**config.mk**
```make
export PLATFORM = sky130hd
export DESIGN_NAME = crc16_packet_frame_checker_top
export DESIGN_NICKNAME = d
export VERILOG_FILES = /design/src/rtl/crcpf_pkg.sv /design/src/rtl/crc16_packet_frame_checker_top.sv /design/src/rtl/crcpf_frame.sv /design/src/rtl/crcpf_out_stage.sv
export SDC_FILE = /design/constraint.sdc
export NUM_CORES = 1
export LEC_CHECK = 0
export BUFFER_PORTS_ARGS = -buffer_cell sky130_fd_sc_hd__buf_2
export CAP_MARGIN = 20
export CORE_ASPECT_RATIO = 0.8
export CORE_MARGIN = 4
export CORE_UTILIZATION = 40
export DETAILED_ROUTE_END_ITERATION = 8
export PLACE_DENSITY_LB_ADDON = 0.1
export SYNTH_ARGS = -nofsm -noshare
export SYNTH_HDL_FRONTEND = slang
export SYNTH_SLANG_ARGS = --single-unit
```
**constraint.sdc**
```tcl
create_clock -name clk -period 4.7 [get_ports clk]
set_input_delay 0.47 -clock clk [delete_from_list [all_inputs] [get_ports clk]]
set_output_delay 0.47 -clock clk [all_outputs]
set_load 0.03 [all_outputs]
```
**src/rtl/crcpf_pkg.sv**
```systemverilog
// crcpf_pkg: shared types, constants and the byte-wide crc-16 update
// for the packet frame checker; no dependencies
package crcpf_pkg;

	localparam int MAX_PACKET_BYTES_DEF = 255;
	localparam int HEADER_BYTES         = 4;
	localparam logic [15:0] CRC_START   = 16'hFFFF;
	localparam logic [15:0] CRC_POLY    = 16'hA001;

	typedef enum logic [1:0] {
		ST_OK      = 2'd0,
		ST_SHORT   = 2'd1,
		ST_BAD_CRC = 2'd2
	} status_t;

	typedef struct packed {
		status_t     status;
		logic [7:0]  packet_type;
		logic [7:0]  sequence_number;
		logic [15:0] computed_crc;
	} result_t;

	// reflected crc-16, one byte, lsb first
	function automatic logic [15:0] crc16_byte(input logic [15:0] crc_in,
	                                           input logic [7:0] b);
		logic [15:0] c;
		c = crc_in ^ {8'h00, b};
		for (int k = 0; k < 8; k++) begin
			if (c[0]) begin
				c = (c >> 1) ^ CRC_POLY;
			end else begin
				c = c >> 1;
			end
		end
		return c;
	endfunction

endpackage

```
**src/rtl/crc16_packet_frame_checker_top.sv**
```systemverilog
// crc16_packet_frame_checker_top: top level of the packet frame checker
// depends on crcpf_pkg, crcpf_frame, crcpf_out_stage
//
// usage
//   slave side: one packet byte per transaction, header byte 0 first;
//   s_tlast marks the final byte of the packet
//   master side: one transaction per packet, sent after its last byte;
//   m_tuser carries the status (ok, too short, crc mismatch), m_tdata the
//   packet type, sequence number and the crc computed over the payload
//   a last byte is captured in the input register, runs through the header/crc
//   logic and lands in the result register that drives m_tvalid
//   throughput: one byte per cycle while no last byte waits behind a held
//   result, set by the byte-wide crc update between the input register
//   and the state/result registers
//   stall: a held result blocks only a pending last byte; non-last bytes
//   keep flowing while the receiver stalls, and s_tready drops once a last
//   byte waits in the input register behind a result not yet taken
//   reset: arst_n clears the input and result valids and returns the packet
//   state to its start (count zero, crc 0xffff)
//   bytes beyond MAX_PACKET_BYTES are ignored until the last byte
module crc16_packet_frame_checker_top #(
	parameter int MAX_PACKET_BYTES = crcpf_pkg::MAX_PACKET_BYTES_DEF
) (
	input  logic        clk,
	input  logic        arst_n,
	input  logic        s_tvalid,
	output logic        s_tready,
	input  logic [7:0]  s_tdata,   // [7:0] data_byte
	input  logic        s_tlast,   // last_byte
	output logic        m_tvalid,
	input  logic        m_tready,
	output logic [31:0] m_tdata,   // [7:0] packet_type, [15:8] sequence_number,
	                               // [31:16] computed_crc
	output logic [1:0]  m_tuser    // [1:0] status
);
	import crcpf_pkg::*;

	// input register
	logic       valid_s1;
	logic [7:0] byte_s1;
	logic       last_s1;

	logic    out_free;
	logic    advance;
	logic    res_valid;
	result_t res;
	result_t res_out;

	// a byte leaves the input register unless it is a last byte and the
	// result register is still occupied
	assign advance  = valid_s1 & (~last_s1 | out_free);
	assign s_tready = ~valid_s1 | advance;

	always_ff @(posedge clk or negedge arst_n) begin
		if (!arst_n) begin
			valid_s1 <= 1'b0;
		end else if (s_tready) begin
			valid_s1 <= s_tvalid;
		end
	end

	// payload needs no reset
	always_ff @(posedge clk) begin
		if (s_tready && s_tvalid) begin
			byte_s1 <= s_tdata;
			last_s1 <= s_tlast;
		end
	end

	// header capture, crc and status
	crcpf_frame #(
		.MAX_PACKET_BYTES(MAX_PACKET_BYTES)
	) u_frame (
		.clk       (clk),
		.arst_n    (arst_n),
		.advance   (advance),
		.data_byte (byte_s1),
		.last_byte (last_s1),
		.res_valid (res_valid),
		.res       (res)
	);

	// result register
	crcpf_out_stage u_out (
		.clk      (clk),
		.arst_n   (arst_n),
		.load     (res_valid),
		.res      (res),
		.free     (out_free),
		.m_tvalid (m_tvalid),
		.m_tready (m_tready),
		.res_out  (res_out)
	);

	assign m_tuser = res_out.status;
	assign m_tdata = {res_out.computed_crc, res_out.sequence_number, res_out.packet_type};

endmodule

```
**src/rtl/crcpf_frame.sv**
```systemverilog
// crcpf_frame: per-packet state, header capture, crc update and status
// depends on crcpf_pkg
module crcpf_frame #(
	parameter int MAX_PACKET_BYTES = crcpf_pkg::MAX_PACKET_BYTES_DEF
) (
	input  logic                clk,
	input  logic                arst_n,
	input  logic                advance,
	input  logic [7:0]          data_byte,
	input  logic                last_byte,
	output logic                res_valid,
	output crcpf_pkg::result_t  res
);
	import crcpf_pkg::*;

	localparam int POS_W = $clog2(MAX_PACKET_BYTES + 1);

	logic [POS_W-1:0] pos_q,  pos_d;
	logic [15:0]      crc_q,  crc_d;
	logic [7:0]       type_q, type_d;
	logic [7:0]       seq_q,  seq_d;
	logic [15:0]      rcrc_q, rcrc_d;

	always_comb begin
		pos_d  = pos_q;
		crc_d  = crc_q;
		type_d = type_q;
		seq_d  = seq_q;
		rcrc_d = rcrc_q;
		// bytes past the limit are dropped and the count holds
		if (pos_q < POS_W'(MAX_PACKET_BYTES)) begin
			case (pos_q)
				POS_W'(0): type_d = data_byte;
				POS_W'(1): seq_d = data_byte;
				POS_W'(2): rcrc_d = {rcrc_q[15:8], data_byte};
				POS_W'(3): rcrc_d = {data_byte, rcrc_q[7:0]};
				default:   crc_d = crc16_byte(crc_q, data_byte);
			endcase
			pos_d = pos_q + POS_W'(1);
		end
	end

	always_comb begin
		if (pos_d < POS_W'(HEADER_BYTES)) begin
			res.status          = ST_SHORT;
			res.packet_type     = '0;
			res.sequence_number = '0;
			res.computed_crc    = '0;
		end else begin
			res.status          = (rcrc_d == crc_d) ? ST_OK : ST_BAD_CRC;
			res.packet_type     = type_d;
			res.sequence_number = seq_d;
			res.computed_crc    = crc_d;
		end
	end

	assign res_valid = advance & last_byte;

	always_ff @(posedge clk or negedge arst_n) begin
		if (!arst_n) begin
			pos_q  <= '0;
			crc_q  <= CRC_START;
			type_q <= '0;
			seq_q  <= '0;
			rcrc_q <= '0;
		end else if (advance) begin
			if (last_byte) begin
				pos_q  <= '0;
				crc_q  <= CRC_START;
				type_q <= '0;
				seq_q  <= '0;
				rcrc_q <= '0;
			end else begin
				pos_q  <= pos_d;
				crc_q  <= crc_d;
				type_q <= type_d;
				seq_q  <= seq_d;
				rcrc_q <= rcrc_d;
			end
		end
	end

endmodule

```
**src/rtl/crcpf_out_stage.sv**
```systemverilog
// crcpf_out_stage: result register feeding the master-side stream
// depends on crcpf_pkg
module crcpf_out_stage (
	input  logic                clk,
	input  logic                arst_n,
	input  logic                load,
	input  crcpf_pkg::result_t  res,
	output logic                free,
	output logic                m_tvalid,
	input  logic                m_tready,
	output crcpf_pkg::result_t  res_out
);
	import crcpf_pkg::*;

	logic    valid_q;
	result_t res_q;

	assign free     = ~valid_q | m_tready;
	assign m_tvalid = valid_q;
	assign res_out  = res_q;

	always_ff @(posedge clk or negedge arst_n) begin
		if (!arst_n) begin
			valid_q <= 1'b0;
		end else if (free) begin
			valid_q <= load;
		end
	end

	always_ff @(posedge clk) begin
		if (load) begin
			res_q <= res;
		end
	end

endmodule

```
Word level (Yosys, flattened, before mapping)
Index checks and enable logic that the tools add are counted.

Word-level logic and storage cells: 77. Register bits after elaboration: 101. Input bits: 13.

Bitwise gates (word level): 17. Reduce and logical (&&, ||, !) cells: 3. Mux-type cells: 37. Magnitude comparators: 2. Equality and inequality tests: 4. $add $sub $neg: 1.

Operator list (number): $mux W16 (27); $mux W8 (8); $pmux W16 S2 (1); $not A2 Y3 (8); $eq A16 B16 Y1 (1); $eq A8 B2 Y1 const B (2); $xor A16 B8 Y16 (1); $add A8 B1 Y8 const B (1); $eq A8 B1 Y1 const B (1); $logic_not A8 Y1 (1); $lt A8 B3 Y1 const B (1); $lt A8 B8 Y1 const B (1); $reduce_or A4 Y1 (1); $not A1 Y1 (3); $or A1 B1 Y1 (3); $and A1 B1 Y1 (2); $mux W2 (1); $logic_and A1 B1 Y1 (1).

Logic depth before layout (Yosys ltp)
Gate-level depths: netlist (run 1).

Depth after elaboration: 35. Mapped depth: 11. Mapped depth without buffers: 10.

By module
A second synthesis (run 1) with hierarchy kept.

Cell total of the unflattened synthesis: 446. Area total of the unflattened synthesis: 5107.4 sq um.

By module, submodules not included: crcpf_frame (cells each 394, sequential area each 1421.4 sq um, area an instance 3697.3 sq um, instances 1); crcpf_out_stage (cells each 37, sequential area each 1046.0 sq um, area an instance 1068.5 sq um, instances 1); crc16_packet_frame_checker_top (cells each 15, sequential area each 295.3 sq um, area an instance 341.6 sq um, instances 1).

Worst setup path before layout (run 1)
No wires, ideal clock.

Kind: reg2reg. Start: register u_frame.pos_q[0]. End: register u_out.res_q (netlist bit u_out.res_out[33]), data pin. Data arrival time: 2580 ps. Path buffers: 1. Slack: 1851 ps. Stages on the path, launching flop included: 12. Data required time: 4431 ps. Cells stage by stage: dfrtp_1 -> inv_1 -> ha_1 -> or4_1 -> and3_2 -> nor2_2 -> buf_4 -> mux2i_1 -> xor2_1 -> nand4_1 -> nor4_1 -> a31oi_1.

Cells in the longest elaborated chain, start to end: 6. Elaborated cells on any way between the ends: 15. Those cells by class: 1 x add/sub; 2 x order compare; 4 x eq/ne; 6 x mux; 2 x reduce/logical.

Ends and longest elaborated chain: start: declaration (RTL line crcpf_frame.sv:18) `logic [POS_W-1:0] pos_q, pos_d;`; start signal: assignment (RTL line crcpf_frame.sv:74) `pos_q <= pos_d;`; branches (longest 6 deep; another with $add A8 B1 Y8); end signal: assignment (RTL line crcpf_out_stage.sv:32) `res_q <= res;`; end: declaration (RTL line crcpf_out_stage.sv:16) `result_t res_q;`.

Parallel ways; which one is timed is not known. A chain may end at the register's enable or synchronous reset.

Final worst setup path (run 1)
Same ends and word-level chain as after synthesis.

==> results of run 1 <==
[metal layers]
metal  global-route usage (%)  up-vias
met3                     5.81       11
met2                     27.2      130
met4                     4.14        0
li1                         -     1712
met1                     26.5     1795
met5                        0        -
[registers in the layout (all words and copies together), names as in the netlist, 8 cells and up]
| register | flops |
|---|---|
| byte_s1 | 8 |
| u_frame.crc_q | 16 |
| u_frame.pos_q | 8 |
| u_frame.rcrc_q | 16 |
| u_frame.seq_q | 8 |
| u_frame.type_q | 8 |
| u_out.res_out | 34 |
[path summary, 6_finish.rpt]
kind | startpoint | end | slack [ps]
setup reg to reg | u_frame.pos_q[0] | u_out.res_out[33] | 1300
min in group clk | s_tdata[6] | byte_s1[6] | 290
setup / recovery | u_frame.pos_q[0] | u_out.res_out[33] | 1300
max in group asynchronous | arst_n | u_frame.rcrc_q[9] | 3940
hold / removal | arst_n | u_frame.pos_q[5] | 260
hold reg to reg | u_frame.rcrc_q[1] | u_frame.rcrc_q[1] | 490
[worst reg2reg max path, cell delays in order, from the launching register on]
cell and delay, ps:
dfrtp_1 440, ha_1 350, or4_1 530, and3_2 280, nor2_2 480, mux2i_1 380
xor2_1 180, nand4_1 90, nor4_1 280, a31oi_1 130
[per-stage QoR]
stage | instances | hold WS (ps) | utilization, % | area (um^2)
CTS | 664 | 272 | 46.5 | 5760
global route | 664 | 265 | 46.5 | 5760
floorplan | 453 | 174 | - | 5140
global placement | 648 | 459 | 44.3 | 5480
finish | 664 | 262 | 46.5 | 5760
detailed placement | 648 | 470 | 44.3 | 5480
[logic make-up after synthesis]
logic type      synth area share (%)
flops                           53.7
mux                             4.50
buf+inv                         3.29
fa+ha+maj                      0.974
simple gates                    12.6
compound gates                  16.0
xor+xnor                        8.88
[synthesized netlist by cell type, types with 4 or more instances]
| library cell | count | area (um^2) |
|---|---|---|
| nor2_1 | 59 | 221 |
| edfxtp_1 | 43 | 1290 |
| dfrtp_1 | 42 | 1050 |
| a22o_1 | 30 | 263 |
| nand2_1 | 27 | 101 |
| a21oi_1 | 23 | 115 |
| mux2i_1 | 22 | 220 |
| o21ai_0 | 18 | 90.1 |
| xnor2_1 | 17 | 149 |
| dfstp_2 | 16 | 420 |
| buf_2 | 14 | 70.1 |
| nand3_1 | 13 | 65.1 |
| xor2_1 | 12 | 105 |
| a22oi_1 | 11 | 82.6 |
| xnor2_2 | 11 | 179 |
| clkbuf_1 | 8 | 30.0 |
| inv_1 | 7 | 26.3 |
| o22a_1 | 6 | 52.6 |
| nor2b_1 | 5 | 31.3 |
| o21ai_1 | 5 | 25.0 |
| a31oi_1 | 4 | 25.0 |
| and3_1 | 4 | 25.0 |
| ha_1 | 4 | 50.1 |
[power groups by stage]
| stage | clock, mW | sequential (mW) | combinational, mW |
|---|---|---|---|
| after detailed placement | 0 | 1.24 | 1.20 |
| after global routing | 0.767 | 1.24 | 1.33 |
| after floorplan | 0 | 1.24 | 0.919 |
| after global placement | 0 | 1.24 | 1.20 |
| final | 0.708 | 1.22 | 1.21 |
| after CTS | 0.729 | 1.22 | 1.21 |
[layout make-up]
cell class	count	area share, %
inverters	7	0.456
repair buffers	52	4.69
multi-input cells	317	38.4
clock inverters	6	0.804
flip-flops and latches	101	48.0
clock buffers	10	3.98
well taps	171	3.72
==> summary.txt, run 1 <==
Power and ir drop
  – Logic gate share of total power: 38.6%
  – Power Dens Cells: 546 nW/um^2
  – Switching power: 1.18 mW
  – Worst vdd ir: 0.226 mV
  – Net Sw Frac: 37.5%
  – Pint: 1.96 mW
  – Power Total: 3.14 mW
  – Leak: 2.41 nW
  – Clock power frac: 22.5%
  – Flop pwr share: 38.9%

GRT
  – GRT Util Overall: 18.4%
  – Largest net degree at the start of global routing: 59
  – Initial antenna violation count: 0
  – Vias in the first global route: 3581
  – Global-route wire length before repair: 20500 um
  – Overflow after GRT: 0

Floorplan
  – Die height: 109 um
  – FP Rows: 36
  – Core area: 12400 um^2
  – DIE AREA: 14700 um^2
  – Starting Density: 41.5%
  – IO Pins: 49
  – Die width: 135 um

Setup path
  – Max FO, Critical Path: 12
  – Buf/Inv on CP: 0
  – Slowest CP cell: or4_1
  – Reg2Reg Depth: 9
  – Slowest cell delay on critical path: 530 ps
  – WP data required: 4800 ps
  – Crit path DAT: 3500 ps
  – Nature of the critical path startpoint: flop
  – Crit Path Class: reg -> reg
  – Worst Setup End Kind: flop
  – CP Depth: 9
  – CP top delay family: simple AND/OR/NAND/NOR gates
  – Crit path cell chain: ha_1 -> or4_1 -> and3_2 -> nor2_2 -> mux2i_1 -> xor2_1 -> nand4_1 -> nor4_1 -> a31oi_1

Clocking
  – CTS sink count: 101
  – CTS Buf Count: 9
  – Clk_lat worst skew: 360 ps
  – Root Driver: clkbuf_16
  – Number of H-tree levels: 3
  – Hold buffer count at CTS: 0
  – Postcts setup bufs: 0
  – Worst-path clk slew: 70 ps
  – CTS max path bufs: 2
  – CTS tree: yes
  – Post-CTS sizing: 0

Run
  – Max_cap viols: 0

Timing
  – Unrepaired setup endpoints after global routing: no
  – Period utilisation layout: 72.3%
  – Final setup vio count: 0
  – Fmax: 294 MHz
  – Final TNS setup: 0 ps
  – Final WS setup: 1300 ps
  – Max Slew Vio Count: 0
  – Final clock skew: 10.8 ps
  – Max-slew headroom: 29.8%
  – Min Tclk post-route: 3400 ps
  – Final hold vios: 0
  – Slew @ Worst Pin: 1050 ps

Placement
  – Hpwl dp: 8730 um
  – Gpl congestion: 0.846
  – Number of buffers added on ports: 48
  – Pre-CTS setup slack: 1360 ps

Yosys
  – Syn Nets: 470
  – Register area share after synthesis: 53.7%
  – Mean area per synthesized cell: 11.3 um^2
  – Async set or reset register ratio after synthesis: 57.4%
  – Cell Area, Synth: 5140 um^2
  – EDFF count, synth: 43
  – Post-synth top flop: edfxtp_1
  – Syn. warnings: 0
  – Unique masters post-synth: 58
  – Mapped Cells: 453
  – Number of register bits inferred by synthesis: 101

Detailed routing
  – # DRC: 0
  – 1st-iter DRT viols: 320
  – DRT Wirelength: 12600 um
  – Mean routed wirelength per cell: 18.9 um
  – Vias: 3648
  – Routed met2 length: 5420 um
  – M1 WL: 6070 um
  – DR vias/cell: 5.49
  – Uppermost layer routed: met4
  – Post-route ant nets: 0
  – WL met3: 944 um
  – Initial DRT Pass Iterations: 5

Final layout
  – Nets: 505
  – Register area: 2760 um^2
  – Area occupied by multi-input gates: 2210 um^2
  – Share of cells above drive strength 1: 22.3%
  – Commonest non-fill, non-tap cell in the layout: nor2_1
  – Most frequent cells in the layout: nor2_1 (59), buf_2 (48), edfxtp_1 (43), dfrtp_1 (42), a22o_1 (30)
  – Fillcell total: 1181
  – Layout area overhead: 12.0%
  – Diode count: 0

Outcome
  – Status: finished, final reports clean

Hold path
  – HP Class: in -> async
Power figures use the tool's default switching activity.
==> run 2, diff against run 1 <==
clock period = 3.4 ns   (was 4.7 ns; I/O delays follow)
==> run 2 against run 1 <==
  * Clock-buffer cell count shrank 1
  * Sequential power rose by 38%
  * Sequential cell count stayed put
  * Routed wire length increased by 6.4%
  * Cell area up 3.6%
  * Power up 47%
  * Die area unchanged
  * Sequential share of layout area down 1.7 points
  * Clock skew down 3.0 ps
  * Clock power grew 62%
  * Fmax rose by 7.9%
  * Utilization is 1.7 points higher
  * Largest power group is now combinational cells
==> summary.txt, run 2 (synthesized netlist as in run 1, its figures left out) <==
Setup path
  – Nature of the critical path startpoint: flop (unchanged)
  – R2R setup slack: 250 ps (was 1300 ps)
  – WP data required: 3490 ps (was 4800 ps)
  – End of the worst register-to-register path: u_out.res_out[33] (unchanged)
  – FF-to-FF Start: u_frame.pos_q[0] (unchanged)
  – Worst setup endpoint: u_out.res_out[33] (unchanged)
  – Worst Setup End Kind: flop (unchanged)
  – Crit Path Class: reg -> reg (unchanged)
  – Setup crit start: u_frame.pos_q[0] (unchanged)
  – Reg2Reg Depth: 10 (was 9)
  – Crit path DAT: 3240 ps (was 3500 ps)
  – Max FO, Critical Path: 8 (was 12)

Floorplan
  – Die width: 135 um (unchanged)
  – Core area: 12400 um^2 (unchanged)
  – DIE AREA: 14700 um^2 (unchanged)
  – FP Rows: 36 (unchanged)
  – Die height: 109 um (unchanged)
  – Starting Density: 41.5% (unchanged)
  – IO Pins: 49 (unchanged)

Power and ir drop
  – Power Dens Cells: 774 nW/um^2 (was 546 nW/um^2)
  – Flop pwr share: 36.4% (was 38.9%)
  – Logic gate share of total power: 38.7% (was 38.6%)
  – Clock power frac: 24.9% (was 22.5%)
  – Switching power: 1.68 mW (was 1.18 mW)
  – Net Sw Frac: 36.4% (was 37.5%)
  – Power Total: 4.62 mW (was 3.14 mW)
  – Pint: 2.93 mW (was 1.96 mW)
  – Leak: 2.54 nW (was 2.41 nW)
  – Worst vdd ir: 0.411 mV (was 0.226 mV)

Timing
  – Final WS setup: 249 ps (was 1300 ps)
  – Max-slew headroom: 52.9% (was 29.8%)
  – Unrepaired setup endpoints after global routing: no (unchanged)
  – Fmax: 317 MHz (was 294 MHz)
  – Hold_ws: 37.3 ps (was 262 ps)
  – Min Tclk post-route: 3150 ps (was 3400 ps)
  – Max Slew Vio Count: 0 (unchanged)
  – Slew @ Worst Pin: 703 ps (was 1050 ps)
  – Period utilisation layout: 92.7% (was 72.3%)
  – Final setup vio count: 0 (unchanged)
  – Final TNS setup: 0 ps (unchanged)
  – Final clock skew: 7.79 ps (was 10.8 ps)
  – Final hold vios: 0 (unchanged)

Detailed routing
  – # DRC: 0 (unchanged)
  – DR vias/cell: 5.39 (was 5.49)
  – Initial DRT Pass Iterations: 4 (was 5)
  – DRT Wirelength: 13400 um (was 12600 um)
  – Post-route ant nets: 0 (unchanged)
  – Vias: 3686 (was 3648)
  – Mean routed wirelength per cell: 19.5 um (was 18.9 um)
  – 1st-iter DRT viols: 335 (was 320)

GRT
  – Vias in the first global route: 3541 (was 3581)
  – GRT Util Overall: 19.4% (was 18.4%)
  – Largest net degree at the start of global routing: 35 (was 59)
  – Initial antenna violation count: 0 (unchanged)
  – Overflow after GRT: 0 (unchanged)
  – Global-route wire length before repair: 21300 um (was 20500 um)

Placement
  – Pre-CTS setup slack: 282 ps (was 1360 ps)
  – Gpl congestion: 0.908 (was 0.846)
  – Number of buffers added on ports: 48 (unchanged)
  – Hpwl dp: 9760 um (was 8730 um)

Clocking
  – Postcts setup bufs: 0 (unchanged)
  – CTS sink count: 101 (unchanged)
  – CTS tree: yes (unchanged)
  – Root Driver: clkbuf_16 (unchanged)
  – Number of H-tree levels: 3 (unchanged)
  – CTS max path bufs: 2 (unchanged)
  – Hold buffer count at CTS: 0 (unchanged)
  – Worst-path clk slew: 70 ps (about the same)
  – CTS Buf Count: 9 (unchanged)
  – Clk_lat worst skew: 350 ps (was 360 ps)
  – Post-CTS sizing: 0 (unchanged)

Final layout
  – Commonest non-fill, non-tap cell in the layout: nor2_1 (unchanged)
  – Share of cells above drive strength 1: 25.5% (was 22.3%)
  – Most frequent cells in the layout: nor2_1 (59), buf_2 (48), edfxtp_1 (43), dfrtp_1 (42), a22o_1 (30) (unchanged)
  – Finished Core Util: 48.2% (was 46.5%)
  – Nets: 525 (was 505)
  – Diode count: 0 (unchanged)
  – Max FFs per register: 34 (unchanged)
  – Layout area overhead: 16.0% (was 12.0%)

Outcome
  – Status: finished, final reports clean (unchanged)

Hold path
  – HP Class: in -> async (unchanged)

Run
  – Max_cap viols: 0 (unchanged)
run 2: worst min path at each step:
stage / startpoint / to / slack (ps) / cells after the start
after floorplan: arst_n / u_frame.pos_q[0] / 40 / 0
after global placement: arst_n / u_frame.rcrc_q[11] / 410 / 1
after detailed placement: arst_n / u_frame.rcrc_q[11] / 430 / 1
after CTS: arst_n / u_frame.rcrc_q[11] / 50 / 1
after global routing: arst_n / u_frame.rcrc_q[3] / 80 / 1
final: arst_n / u_frame.rcrc_q[3] / 40 / 1
run 2: layout make-up:
type                       count  area (um^2)
clock inverter                 7          106
sequential                   101         2760
inverter                       7         26.3
tap                          171          214
multi-input combinational    317         2210
clock buffer                   9          225
timing repair buffer          72          420
fill                        1117         6420
run 2: power by group through the flow:
| stage | clock network, mW | logic (mW) | registers (mW) |
|---|---|---|---|
| 2_1_floorplan | 0 | 1.27 | 1.72 |
| 3_3_place_gp | 0 | 1.77 | 1.70 |
| 3_5_place_dp | 0 | 1.77 | 1.70 |
| 4_1_cts | 1.18 | 1.78 | 1.68 |
| 5_1_grt | 1.23 | 1.95 | 1.70 |
| 6_report | 1.15 | 1.79 | 1.68 |
run 2: per-layer routing:
| metal | up-vias | GRT usage [%] | routed length [um] | part of all wire (%) |
|---|---|---|---|---|
| met5 | - | 0 | 0 | 0 |
| met4 | 0 | 4.36 | 133 | 1.0 |
| met3 | 11 | 4.71 | 801 | 6.0 |
| met2 | 115 | 27.7 | 5620 | 42 |
| met1 | 1799 | 29.6 | 6810 | 51 |
| li1 | 1761 | - | - | - |
run 2: stage by stage:
step           std cells  cell area, um^2
2_1_floorplan        453             5140
6_report             684             5960
5_1_grt              684             5960
4_1_cts              684             5960
3_3_place_gp         668             5630
3_5_place_dp         668             5630
run 2: critical path, cell delays in order, from the launching register on:
cell     delay [ps]
dfrtp_1         430
inv_1            80
ha_1            220
or4_1           560
and3_2          290
nor2_2          320
mux2i_1         310
xor2_1          170
nand4_1         100
nor4_1          300
a31oi_1         120
